<file path="src/rtl/aphcm_pkg.sv">
// Shared types and constants for the audio peak-hold and clip meter.
package aphcm_pkg;

  // Field widths
  localparam int unsigned CH_IN_W  = 3;
  localparam int unsigned LEVEL_W  = 17;
  localparam int unsigned TICK_W   = 16;
  localparam int unsigned COEF_W   = 16;
  localparam int unsigned PADDR_W  = 4;
  localparam int unsigned PDATA_W  = 32;

  // Default channel count
  localparam int unsigned CHANNELS_DEF = 8;

  // Q1.16 full scale and unity factor
  localparam logic [LEVEL_W-1:0] FULL_SCALE = 17'h10000;
  localparam logic [LEVEL_W-1:0] UNITY_Q16  = 17'h10000;

  // Register reset values
  localparam logic [COEF_W-1:0]  DECAY_RST = 16'd65385;
  localparam logic [TICK_W-1:0]  LATCH_RST = 16'd1000;
  localparam logic [LEVEL_W-1:0] FLOOR_RST = 17'd1;

  // Register indexes (word address)
  localparam logic [1:0] REG_DECAY = 2'd0;
  localparam logic [1:0] REG_LATCH = 2'd1;
  localparam logic [1:0] REG_FLOOR = 2'd2;

  // Controller states
  typedef enum logic [3:0] {
    S_IDLE  = 4'b0001,
    S_POW   = 4'b0010,
    S_SCALE = 4'b0100,
    S_DONE  = 4'b1000
  } state_t;

  // Controller to datapath commands
  typedef struct packed {
    logic load;    // capture request and read channel state
    logic step;    // one square-and-multiply iteration
    logic scale;   // hold times decay factor
    logic finish;  // update channel state, load result register
  } cmd_t;

  // Datapath to controller status
  typedef struct packed {
    logic ticks_zero;  // no set tick bits left
    logic out_stall;   // result register full and not taken
  } stat_t;

endpackage

</file>
<file path="src/rtl/aphcm_regs.sv">
// Configuration register file behind the APB-style port.
module aphcm_regs (
  input  logic                                clk,
  input  logic                                rst_n,
  input  logic                                psel,
  input  logic                                penable,
  input  logic                                pwrite,
  input  logic [aphcm_pkg::PADDR_W-1:0]       paddr,
  input  logic [aphcm_pkg::PDATA_W-1:0]       pwdata,
  output logic [aphcm_pkg::PDATA_W-1:0]       prdata,
  output logic                                pready,
  output logic [aphcm_pkg::COEF_W-1:0]        decay,
  output logic [aphcm_pkg::TICK_W-1:0]        latch_ticks,
  output logic [aphcm_pkg::LEVEL_W-1:0]       floor_lvl
);

  logic [aphcm_pkg::COEF_W-1:0]  decay_r;
  logic [aphcm_pkg::TICK_W-1:0]  latch_r;
  logic [aphcm_pkg::LEVEL_W-1:0] floor_r;
  logic [1:0]                    idx;
  logic                          wr_en;

  assign idx    = paddr[3:2];
  assign wr_en  = psel & penable & pwrite;
  assign pready = 1'b1;

  // Register writes on the access phase
  always_ff @(posedge clk) begin
    if (!rst_n) begin
      decay_r <= aphcm_pkg::DECAY_RST;
      latch_r <= aphcm_pkg::LATCH_RST;
      floor_r <= aphcm_pkg::FLOOR_RST;
    end else if (wr_en) begin
      case (idx)
        aphcm_pkg::REG_DECAY: decay_r <= pwdata[aphcm_pkg::COEF_W-1:0];
        aphcm_pkg::REG_LATCH: latch_r <= pwdata[aphcm_pkg::TICK_W-1:0];
        aphcm_pkg::REG_FLOOR: floor_r <= pwdata[aphcm_pkg::LEVEL_W-1:0];
        default: ;
      endcase
    end
  end

  // Read mux
  always_comb begin
    case (idx)
      aphcm_pkg::REG_DECAY: prdata = {16'd0, decay_r};
      aphcm_pkg::REG_LATCH: prdata = {16'd0, latch_r};
      aphcm_pkg::REG_FLOOR: prdata = {15'd0, floor_r};
      default:              prdata = '0;
    endcase
  end

  assign decay       = decay_r;
  assign latch_ticks = latch_r;
  assign floor_lvl   = floor_r;

endmodule

</file>
<file path="src/rtl/aphcm_ctrl.sv">
// Sequencing state machine for one meter update.
module aphcm_ctrl (
  input  logic              clk,
  input  logic              rst_n,
  input  logic              in_valid,
  output logic              in_ready,
  input  aphcm_pkg::stat_t  stat,
  output aphcm_pkg::cmd_t   cmd
);

  aphcm_pkg::state_t state_r, state_nxt;

  always_ff @(posedge clk) begin
    if (!rst_n) begin
      state_r <= aphcm_pkg::S_IDLE;
    end else begin
      state_r <= state_nxt;
    end
  end

  // Next state and commands
  always_comb begin
    state_nxt = state_r;
    cmd       = '0;
    in_ready  = 1'b0;
    case (state_r)
      aphcm_pkg::S_IDLE: begin
        // no request is taken while reset is held
        in_ready = rst_n;
        if (in_valid && rst_n) begin
          cmd.load  = 1'b1;
          state_nxt = aphcm_pkg::S_POW;
        end
      end
      aphcm_pkg::S_POW: begin
        if (stat.ticks_zero) begin
          state_nxt = aphcm_pkg::S_SCALE;
        end else begin
          cmd.step = 1'b1;
        end
      end
      aphcm_pkg::S_SCALE: begin
        cmd.scale = 1'b1;
        state_nxt = aphcm_pkg::S_DONE;
      end
      aphcm_pkg::S_DONE: begin
        if (!stat.out_stall) begin
          cmd.finish = 1'b1;
          state_nxt  = aphcm_pkg::S_IDLE;
        end
      end
      default: state_nxt = aphcm_pkg::S_IDLE;
    endcase
  end

endmodule

</file>
<file path="src/rtl/aphcm_dp.sv">
// Datapath: channel state, decay power unit, clip countdown and result register.
module aphcm_dp #(
  parameter int unsigned CHANNELS = aphcm_pkg::CHANNELS_DEF
) (
  input  logic                                clk,
  input  logic                                rst_n,
  input  aphcm_pkg::cmd_t                     cmd,
  output aphcm_pkg::stat_t                    stat,
  input  logic [aphcm_pkg::COEF_W-1:0]        decay,
  input  logic [aphcm_pkg::TICK_W-1:0]        latch_ticks,
  input  logic [aphcm_pkg::LEVEL_W-1:0]       floor_lvl,
  input  logic [aphcm_pkg::CH_IN_W-1:0]       in_channel,
  input  logic [aphcm_pkg::LEVEL_W-1:0]       in_peak_level,
  input  logic [aphcm_pkg::LEVEL_W-1:0]       in_rms_level,
  input  logic                                in_playing,
  input  logic [aphcm_pkg::TICK_W-1:0]        in_elapsed_ticks,
  output logic                                out_valid,
  input  logic                                out_ready,
  output logic [aphcm_pkg::CH_IN_W-1:0]       out_channel,
  output logic [aphcm_pkg::LEVEL_W-1:0]       out_shown_peak,
  output logic [aphcm_pkg::LEVEL_W-1:0]       out_shown_rms,
  output logic [aphcm_pkg::LEVEL_W-1:0]       out_hold_level,
  output logic                                out_clipped,
  output logic                                out_any_clipped
);

  localparam int unsigned CH_W = (CHANNELS > 1) ? $clog2(CHANNELS) : 1;
  localparam logic [5:0]  CH_LIMIT = 6'(CHANNELS);
  localparam int unsigned LW = aphcm_pkg::LEVEL_W;
  localparam int unsigned TW = aphcm_pkg::TICK_W;
  localparam int unsigned CW = aphcm_pkg::COEF_W;

  // Per-channel state
  logic [LW-1:0] hold_mem [CHANNELS];
  logic [TW-1:0] cd_mem   [CHANNELS];

  // Working registers for the request in flight
  logic [aphcm_pkg::CH_IN_W-1:0] ch_r;
  logic [CH_W-1:0]               idx_r;
  logic                          in_rng_r;
  logic [LW-1:0]                 peak_r;
  logic [LW-1:0]                 rms_r;
  logic [TW-1:0]                 ticks_r;
  logic [TW-1:0]                 tsh_r;
  logic [LW-1:0]                 factor_r;
  logic [CW-1:0]                 base_r;
  logic [LW-1:0]                 hold_r;
  logic [TW-1:0]                 cd_r;

  // Result register
  logic                          ovalid_r;
  logic [aphcm_pkg::CH_IN_W-1:0] och_r;
  logic [LW-1:0]                 opeak_r;
  logic [LW-1:0]                 orms_r;
  logic [LW-1:0]                 ohold_r;
  logic                          oclip_r;
  logic                          oany_r;

  logic [CH_W-1:0]  in_idx;
  logic             in_rng;
  logic [LW-1:0]    mul_a;
  logic [LW-1:0]    mul_b;
  logic [2*LW-1:0]  mul_p;
  logic [2*CW-1:0]  sq_p;
  logic [LW-1:0]    hold_flr;
  logic [LW-1:0]    hold_new;
  logic [TW-1:0]    cd_new;
  logic             any_new;

  assign in_idx = CH_W'(in_channel);
  assign in_rng = ({3'd0, in_channel} < CH_LIMIT);

  // Shared multiplier: factor*base while iterating, hold*factor when scaling
  assign mul_a = cmd.scale ? hold_r : factor_r;
  assign mul_b = cmd.scale ? factor_r : {1'b0, base_r};
  assign mul_p = mul_a * mul_b;
  assign sq_p  = base_r * base_r;

  // Floor, peak raise and countdown update
  always_comb begin
    hold_flr = (hold_r < floor_lvl) ? '0 : hold_r;
    hold_new = (peak_r > hold_flr) ? peak_r : hold_flr;
    if (peak_r >= aphcm_pkg::FULL_SCALE) begin
      cd_new = latch_ticks;
    end else if (cd_r > ticks_r) begin
      cd_new = cd_r - ticks_r;
    end else begin
      cd_new = '0;
    end
  end

  // Clip OR over all channels with this channel's new countdown
  always_comb begin
    any_new = 1'b0;
    for (int c = 0; c < CHANNELS; c++) begin
      if (in_rng_r && (idx_r == CH_W'(c))) begin
        any_new = any_new | (cd_new != '0);
      end else begin
        any_new = any_new | (cd_mem[c] != '0);
      end
    end
  end

  // Request capture and decay power iteration
  always_ff @(posedge clk) begin
    if (cmd.load) begin
      ch_r     <= in_channel;
      idx_r    <= in_idx;
      in_rng_r <= in_rng;
      peak_r   <= in_playing ? in_peak_level : '0;
      rms_r    <= in_playing ? in_rms_level : '0;
      ticks_r  <= in_elapsed_ticks;
      tsh_r    <= in_elapsed_ticks;
      factor_r <= aphcm_pkg::UNITY_Q16;
      base_r   <= decay;
      hold_r   <= in_rng ? hold_mem[in_idx] : '0;
      cd_r     <= in_rng ? cd_mem[in_idx] : '0;
    end else if (cmd.step) begin
      if (tsh_r[0]) begin
        factor_r <= mul_p[32:16];
      end
      base_r <= sq_p[31:16];
      tsh_r  <= tsh_r >> 1;
    end else if (cmd.scale) begin
      hold_r <= mul_p[32:16];
    end
  end

  // Channel state update
  always_ff @(posedge clk) begin
    if (!rst_n) begin
      for (int c = 0; c < CHANNELS; c++) begin
        hold_mem[c] <= '0;
        cd_mem[c]   <= '0;
      end
    end else if (cmd.finish && in_rng_r) begin
      hold_mem[idx_r] <= hold_new;
      cd_mem[idx_r]   <= cd_new;
    end
  end

  // Result register
  always_ff @(posedge clk) begin
    if (!rst_n) begin
      ovalid_r <= 1'b0;
    end else if (cmd.finish) begin
      ovalid_r <= 1'b1;
    end else if (out_ready) begin
      ovalid_r <= 1'b0;
    end
  end

  always_ff @(posedge clk) begin
    if (cmd.finish) begin
      och_r   <= ch_r;
      opeak_r <= peak_r;
      orms_r  <= rms_r;
      ohold_r <= in_rng_r ? hold_new : '0;
      oclip_r <= in_rng_r && (cd_new != '0);
      oany_r  <= any_new;
    end
  end

  assign stat.ticks_zero = (tsh_r == '0);
  assign stat.out_stall  = ovalid_r & ~out_ready;

  assign out_valid       = ovalid_r;
  assign out_channel     = och_r;
  assign out_shown_peak  = opeak_r;
  assign out_shown_rms   = orms_r;
  assign out_hold_level  = ohold_r;
  assign out_clipped     = oclip_r;
  assign out_any_clipped = oany_r;

endmodule

</file>
<file path="src/rtl/audio_peak_hold_clip_meter.sv">
// Top level of the audio peak-hold and clip meter.
// Each request updates one channel: the stored hold is decayed by
// decay_per_tick raised to elapsed_ticks (square-and-multiply, one tick bit per
// cycle, multiplies in a shared 17x17 multiplier), floored, raised to the gated
// peak, and the clip countdown is reloaded or run down. After acceptance the
// decay power loop steps over the bits up to the highest set bit of
// elapsed_ticks, the hold is scaled, and the done state waits until the result
// register is free or being taken; the decay power loop sets the time taken. A new
// request is taken once the previous one has moved into the result register,
// even while that result waits to be taken. Channels at or above CHANNELS
// change no state and report a hold of zero.
module audio_peak_hold_clip_meter #(
  parameter int unsigned CHANNELS = aphcm_pkg::CHANNELS_DEF
) (
  input  logic                                clk,
  input  logic                                rst_n,
  // request channel
  input  logic                                in_valid,
  output logic                                in_ready,
  input  logic [aphcm_pkg::CH_IN_W-1:0]       in_channel,
  input  logic [aphcm_pkg::LEVEL_W-1:0]       in_peak_level,
  input  logic [aphcm_pkg::LEVEL_W-1:0]       in_rms_level,
  input  logic                                in_playing,
  input  logic [aphcm_pkg::TICK_W-1:0]        in_elapsed_ticks,
  // result channel
  output logic                                out_valid,
  input  logic                                out_ready,
  output logic [aphcm_pkg::CH_IN_W-1:0]       out_channel,
  output logic [aphcm_pkg::LEVEL_W-1:0]       out_shown_peak,
  output logic [aphcm_pkg::LEVEL_W-1:0]       out_shown_rms,
  output logic [aphcm_pkg::LEVEL_W-1:0]       out_hold_level,
  output logic                                out_clipped,
  output logic                                out_any_clipped,
  // configuration port
  input  logic                                psel,
  input  logic                                penable,
  input  logic                                pwrite,
  input  logic [aphcm_pkg::PADDR_W-1:0]       paddr,
  input  logic [aphcm_pkg::PDATA_W-1:0]       pwdata,
  output logic [aphcm_pkg::PDATA_W-1:0]       prdata,
  output logic                                pready
);

  aphcm_pkg::cmd_t                  cmd;
  aphcm_pkg::stat_t                 stat;
  logic [aphcm_pkg::COEF_W-1:0]     decay;
  logic [aphcm_pkg::TICK_W-1:0]     latch_ticks;
  logic [aphcm_pkg::LEVEL_W-1:0]    floor_lvl;

  aphcm_regs u_regs (
    .clk         (clk),
    .rst_n       (rst_n),
    .psel        (psel),
    .penable     (penable),
    .pwrite      (pwrite),
    .paddr       (paddr),
    .pwdata      (pwdata),
    .prdata      (prdata),
    .pready      (pready),
    .decay       (decay),
    .latch_ticks (latch_ticks),
    .floor_lvl   (floor_lvl)
  );

  aphcm_ctrl u_ctrl (
    .clk      (clk),
    .rst_n    (rst_n),
    .in_valid (in_valid),
    .in_ready (in_ready),
    .stat     (stat),
    .cmd      (cmd)
  );

  aphcm_dp #(
    .CHANNELS (CHANNELS)
  ) u_dp (
    .clk              (clk),
    .rst_n            (rst_n),
    .cmd              (cmd),
    .stat             (stat),
    .decay            (decay),
    .latch_ticks      (latch_ticks),
    .floor_lvl        (floor_lvl),
    .in_channel       (in_channel),
    .in_peak_level    (in_peak_level),
    .in_rms_level     (in_rms_level),
    .in_playing       (in_playing),
    .in_elapsed_ticks (in_elapsed_ticks),
    .out_valid        (out_valid),
    .out_ready        (out_ready),
    .out_channel      (out_channel),
    .out_shown_peak   (out_shown_peak),
    .out_shown_rms    (out_shown_rms),
    .out_hold_level   (out_hold_level),
    .out_clipped      (out_clipped),
    .out_any_clipped  (out_any_clipped)
  );

  // One request in flight: no second acceptance right after one
  a_one_in_flight: assert property (@(posedge clk) disable iff (!rst_n)
    (in_valid && in_ready) |=> !in_ready)
    else $error("request accepted while another is in flight");

  // A clipped channel must show in the all-channel flag
  a_any_covers: assert property (@(posedge clk) disable iff (!rst_n)
    (out_valid && out_clipped) |-> out_any_clipped)
    else $error("clipped set without any_clipped");

  // Hold of a valid channel never falls below the shown peak
  a_hold_ge_peak: assert property (@(posedge clk) disable iff (!rst_n)
    (out_valid && (out_channel < CHANNELS)) |-> (out_hold_level >= out_shown_peak))
    else $error("hold below shown peak");

endmodule

</file>
<file path="config.mk">
export PLATFORM = sky130hd
export DESIGN_NAME = audio_peak_hold_clip_meter
export DESIGN_NICKNAME = d
export VERILOG_FILES = /design/src/rtl/aphcm_pkg.sv /design/src/rtl/aphcm_regs.sv /design/src/rtl/aphcm_ctrl.sv /design/src/rtl/aphcm_dp.sv /design/src/rtl/audio_peak_hold_clip_meter.sv
export SDC_FILE = /design/constraint.sdc
export NUM_CORES = 2
export LEC_CHECK = 0
export BUFFER_PORTS_ARGS = -buffer_cell sky130_fd_sc_hd__buf_2
export CAP_MARGIN = 20
export CORE_ASPECT_RATIO = 0.9
export CORE_MARGIN = 1.5
export CORE_UTILIZATION = 30
export DETAILED_ROUTE_END_ITERATION = 8
export GPL_ROUTABILITY_DRIVEN = 0
export HOLD_SLACK_MARGIN = 0.03
export MAX_ROUTING_LAYER = met4
export SKIP_CTS_REPAIR_TIMING = 1
export SLEW_MARGIN = 20
export SYNTH_ARGS = -nofsm -noshare
export SYNTH_HDL_FRONTEND = slang
export SYNTH_SLANG_ARGS = --single-unit
</file>
<file path="constraint.sdc">
create_clock -name clk -period 7.45 [get_ports clk]
set_input_delay 0.3725 -clock clk [delete_from_list [all_inputs] [get_ports clk]]
set_output_delay 0.3725 -clock clk [all_outputs]
set_load 0.005 [all_outputs]
</file>
# Yosys cells after proc, flatten, opt, wreduce, memory -nomap -nowiden
# Memories as Yosys holds them, arrays and structs flattened. A register that Yosys moved wholly into a read port is not among the register bits.
# Cells that the tools add are included.
# classes
addsub	1
n_mul	2
n_lt_le_gt_ge	4
eq_ne	17
n_mux	46
bitwise_logic	18
reduce_logical	24
# ops
operator	n
16-bit nonzero test	9
17-bit two-way mux	8
16-bit two-way mux	7
17-bit one-hot mux with 3 select lines	1
17-bit by 17-bit multiplier with 33-bit output	1
16-bit by 16-bit multiplier with 32-bit output	1
1-bit two-way mux	24
17-bit >= comparator (second input constant)	1
17-bit greater-than comparator	1
17-bit < comparator	1
17-bit OR reduction	1
16-bit greater-than comparator	1
16-bit zero test	1
4-bit one-hot mux with 4 select lines	1
16-bit OR reduction	1
16-bit subtractor	1
1-bit bitwise OR	14
3-bit == test (second input constant)	4
4-bit two-way mux	3
2-bit AND reduction	5
3-bit by 2-bit == test with 1-bit output (second input constant)	2
3-bit two-way mux	2
2-bit nonzero test	3
4-bit by 1-bit == test with 1-bit output (second input constant)	1
other kinds (14)	18
# word_totals
register_bits	229
ramBits	264
out_inout_bits	91
elab_cells	133
n_memories	2
# memory_table
memory	words	width	rd	rd_clocked_by_memory_dff	wr	line_no	text
u_dp.hold_mem	8	17	1	0	8	aphcm_dp.sv:34	logic [LW-1:0] hold_mem [CHANNELS];
u_dp.cd_mem	8	16	9	1	8	aphcm_dp.sv:35	logic [TW-1:0] cd_mem [CHANNELS];

# Depth between registers and ports, before layout
# logic_depth
ltp_word	19
ltp_mapped	28
depth_no_buf	26

# Hierarchy
# A second synthesis with hierarchy kept.
# unflattened
hier_cells	3957
area_unflattened_um2	41208.3
# by_module_without_submodules
mod	n_inst	cells_each	area_each_um2	seq_area_each_um2
aphcm_dp	1	3650	38468.1	13513.0
aphcm_regs	1	275	2459.9	980.9
aphcm_ctrl	1	32	280.3	80.1

# Worst setup path after synthesis
# No wires, ideal clock.
# synth_timing
path_type	register to register
from	register u_ctrl.state_r[0]
to	register u_dp.hold_r[16], data pin
setup_ns	0.255
arrival_ns	7.325
path_slack_ns	-0.130
stages_incl_launch_ff	27
period_less_slack_ns	7.580
cell_sequence	dfxtp_1 -> nor4b_1 -> clkbuf_1 -> clkbuf_1 -> buf_1 -> mux2i_1 -> nor2_1 -> fa_1 -> inv_1 -> fa_1 -> inv_1 -> fa_1 -> inv_1 -> fa_1 -> fa_1 -> fa_1 -> inv_1 -> ha_1 -> a31oi_1 -> nor2b_1 -> nand3_1 -> o211ai_1 -> o21ai_1 -> a21oi_1 -> nor3_1 -> or4_1 -> and3_1
# synth_between
elab_chain_len	7
elab_cells_between_ends	10
cone_classes	mul: 1; eq/ne: 2; mux: 7
# synth_rtl
element	line_no	text
start: declaration	aphcm_ctrl.sv:11	aphcm_pkg::state_t state_r, state_nxt;
start signal: assignment	aphcm_ctrl.sv:15	state_r <= aphcm_pkg::S_IDLE;
start signal: assignment	aphcm_ctrl.sv:17	state_r <= state_nxt;
4-bit by 3-bit == test with 1-bit output	aphcm_ctrl.sv:26	case (state_r)
1-bit two-way mux	aphcm_ctrl.sv:26	
17-bit two-way mux (on tied branches)	aphcm_dp.sv:74, aphcm_dp.sv:75	
17-bit by 17-bit multiplier with 33-bit output	aphcm_dp.sv:76	assign mul_p = mul_a * mul_b;
17-bit two-way mux	aphcm_dp.sv:124	end else if (cmd.scale) begin
17-bit two-way mux	aphcm_dp.sv:118	end else if (cmd.step) begin
17-bit two-way mux *	aphcm_dp.sv:106	if (cmd.load) begin
end signal: assignment	aphcm_dp.sv:116	hold_r <= in_rng ? hold_mem[in_idx] : '0;
end signal: assignment	aphcm_dp.sv:125	hold_r <= mul_p[32:16];
end: declaration	aphcm_dp.sv:47	logic [LW-1:0] hold_r;
# Every way passes the cells marked *; elsewhere a longest branch is shown, timed or not. The select of a mux whose other input is x is not followed.
# A chain may end at the register's enable or synchronous reset.

# Final worst setup path
# layout_timing
from	register u_ctrl.state_r[3]
to	register u_dp.hold_r[14], data pin
# The elaborated chain is that of the path after synthesis.

==> results.cfg <==
[clock_network]
h-tree-depth = 2
cts_tree = built
clock_path_buffers = 3
cts_buffers = 51
clk_pin_slew_ns = 0.07
clockRootBuffer = clkbuf_16
clkSinkCount = 509
clk_latency_ns = 0.69

[timing]
relSlewSlack_pct = 12.9
hold_viol = 0
fmaxAchievable_mhz = 138
rsz0062_at_grt = yes
finClkSkew_ns = 0.0858
setup_viol = 0
slew_viol_final = 0
whs_ns = 0.0168
tightest_slew_ns = 1.29
fin_crit_sh_pct = 97.6
finalCriticalPeriod_ns = 7.27

[die]
start_util_pct = 30.2
std_cell_rows = 126
dieArea_sq_mm = 0.134
dieWidth_um = 386
core-area_sq_mm = 0.131
ioPinCount = 188
die_y_um = 348

[layout]
layout.nets = 4774
fin_area_sq_mm = 0.0466
ff_latch_area_sq_mm = 0.0146
synthToLayoutAreaGrowth_pct = 17.7
multi_input_area_sq_mm = 0.0225
fillers = 12958
drive_gt1_share_pct = 16.8

[worst_hold_path]
hold_depth = 3
hp-start = pwdata[12]
hp-class = input pin to register
hold_end = u_regs.decay[12]$_SDFFE_PN1P_

[route]
vias = 28956
drt_iter0_markers = 2471
drt-pass1-iter-count = 7
avgRoutedWirePerCell_um = 19.4
ant_nets = 0
wl_mm = 113
drcViolationCount = 0
viasPerCell = 4.97

[logic_synthesis]
synth_area_per_cell_sq_um = 10.7
syn_area_sq_mm = 0.0396
yosysMostFrequentCell = inv_1
async_flop_share_pct = 0
synthTopCellsByCount = inv_1 (547), nand2_1 (513), edfxtp_1 (438), fa_1 (385), nor2_1 (319)
yosysWarnings = 0
synth_largest_area_cell = edfxtp_1
ys.flop_type = edfxtp_1
yosysSeqAreaShare_pct = 36.8
yosysUniqueCellTypes = 79
synth_cells = 3701
ys_seq_elements = 509
synth_edf_count = 438
synthTopCellsByArea = edfxtp_1 (33%), fa_1 (19%), ha_1 (7.7%)
synth.top_cell.area_share_pct = 33.2

[critical_path]
critical_path.most_common_cell = fa_1
crit_slowest_cell = fa_1
reg2reg_slack_ns = 0.18
cp.required_ns = 7.84
critical_path.max_fanout = 6
crit_path_max_incr_delay_ns = 0.58
worst_setup_path_end_kind = register
start_kind = register
critPathKind = register to register
worst_path_dominant_cell_family = adder cells
arrival_ns = 7.66
r2r_cells = 28
reg2reg_to = u_dp.hold_r[14]$_DFFE_PP_
rr_startpoint = u_ctrl.state_r[3]$_SDFFE_PN0P_
crit_buf_inv = 9

[grt]
grt-ovfl-total = 0
grt_pass1_wl_mm = 171
gr-max-usage-layer = met2
grt_usage_pct = 17.0
grt_use_met3_pct = 3.43
antenna_found_initial = 12
grt_start_max_net_pins = 68
grt_pass1_vias = 28381
grt_use_met2_pct = 25.0
grt_use_met1_pct = 24.4

[placed_design]
io_buffers = 154
post-dp-hpwl_mm = 87.1
place_area_sq_mm = 0.0435

[run]
maxCapViolations = 0

[run_status]
status = complete, no violations
[worst max-delay path by stage]
| stage | from | slack [ns] | cells after the start | endpoint |
|---|---|---|---|---|
| 2_1_floorplan | u_ctrl.state_r[0]$_SDFFE_PN1P_ | 0.02 | 26 | u_dp.hold_r[16]$_DFFE_PP_ |
| 3_3_place_gp | u_ctrl.state_r[0]$_SDFFE_PN1P_ | 0.01 | 27 | u_dp.hold_r[16]$_DFFE_PP_ |
| 3_5_place_dp | u_ctrl.state_r[0]$_SDFFE_PN1P_ | -0.07 | 27 | u_dp.hold_r[16]$_DFFE_PP_ |
| 4_1_cts | u_ctrl.state_r[0]$_SDFFE_PN1P_ | -0.08 | 27 | u_dp.hold_r[16]$_DFFE_PP_ |
| 5_1_grt | u_ctrl.state_r[3]$_SDFFE_PN0P_ | -0.06 | 29 | u_dp.hold_r[14]$_DFFE_PP_ |
| 6_report | u_ctrl.state_r[3]$_SDFFE_PN0P_ | 0.18 | 28 | u_dp.hold_r[14]$_DFFE_PP_ |
[registers in the layout (all words and copies together), names as in the netlist]
name,count
u_dp.rms_r,17
u_dp.out_shown_rms,17
u_dp.hold_r,17
u_dp.cd_r,16
u_dp.ticks_r,16
u_dp.idx_r,3
u_dp.cd_mem,128
u_regs.decay,16
u_dp.out_clipped,1
u_dp.tsh_r,16
u_dp.out_hold_level,17
u_ctrl.state_r,4
u_dp.factor_r,17
u_dp.out_channel,3
u_dp.base_r,16
u_dp.out_shown_peak,17
u_dp.out_any_clipped,1
u_dp.out_valid,1
u_dp.hold_mem,136
u_dp.peak_r,17
u_regs.latch_ticks,16
u_regs.floor_lvl,17
[tightest hold or removal path, stage by stage]
cell     delay (ns)
buf_2          0.12
nand2_1        0.05
nand3_1        0.07
[cells in the final DEF, fill, tap and decap left out, types with 21 or more instances in the layout]
| cell type | synthesis | layout |
|---|---|---|
| a21o_1 | 30 | 29 |
| mux4_2 | 66 | 66 |
| mux2_2 | 47 | 34 |
| nor2_1 | 319 | 316 |
| clkbuf_16 | 0 | 55 |
| edfxtp_1 | 438 | 438 |
| nand2_1 | 513 | 509 |
| ha_1 | 245 | 241 |
| xnor2_1 | 25 | 25 |
| buf_4 | 16 | 240 |
| inv_1 | 547 | 540 |
| dfxtp_1 | 71 | 67 |
| o21ai_0 | 42 | 41 |
| nor4_1 | 40 | 40 |
| a21oi_1 | 81 | 76 |
| and3_1 | 23 | 22 |
| a21boi_0 | 31 | 31 |
| buf_2 | 6 | 153 |
| and2_1 | 97 | 97 |
| o21ai_1 | 32 | 31 |
| xor2_1 | 21 | 21 |
| dlygate4sd3_1 | 0 | 60 |
| a22o_1 | 136 | 136 |
| fa_1 | 385 | 379 |
| mux2i_1 | 50 | 42 |
| nand3_1 | 49 | 49 |
[layer usage]
metal  vias up  share of wire (%)  wire length (um)
met1     14580                 45             50500
met3       133                9.6             10900
met4         0                1.9              2190
met5         -                  0                 0
li1      13098                  -                 -
met2      1145                 44             49600
[layout make-up]
cell class / count / share of cell area, %
Clock inverter: 25 / 0.644
Inverter: 547 / 4.41
Clock buffer: 68 / 2.90
Antenna cell: 9 / 0.0483
Multi-Input combinational cell: 2455 / 48.3
Tap cell: 1728 / 4.64
Sequential cell: 509 / 31.3
Timing Repair Buffer: 483 / 7.78
[stage by stage]
| step | cells | setup WS (ns) | TNS [ns] | utilization [%] |
|---|---|---|---|---|
| floorplan | 3715 | 0.0232 | 0 | - |
| global placement | 5619 | 0.0123 | 0 | 33.2 |
| detailed placement | 5619 | -0.0693 | -0.180 | 33.2 |
| CTS | 5712 | -0.0841 | -0.127 | 34.5 |
| global route | 5822 | -0.0619 | -0.0815 | 35.6 |
| finish | 5824 | 0.182 | 0 | 35.6 |
[kinds of logic after synthesis]
group | after synthesis | synth area share [%]
other | 2 | 0.0190
xor gates and xnor gates | 46 | 1.02
AOI/OAI and AO/OA | 451 | 8.36
DFF | 509 | 36.8
buffers and inverters | 751 | 7.31
adders and majority gates | 630 | 27.2
muxes | 163 | 6.35
and+or+nand+nor | 1149 | 13.0
Power is not shown: default switching activity piles up to over one toggle a cycle in this logic, so the estimate is an artifact.
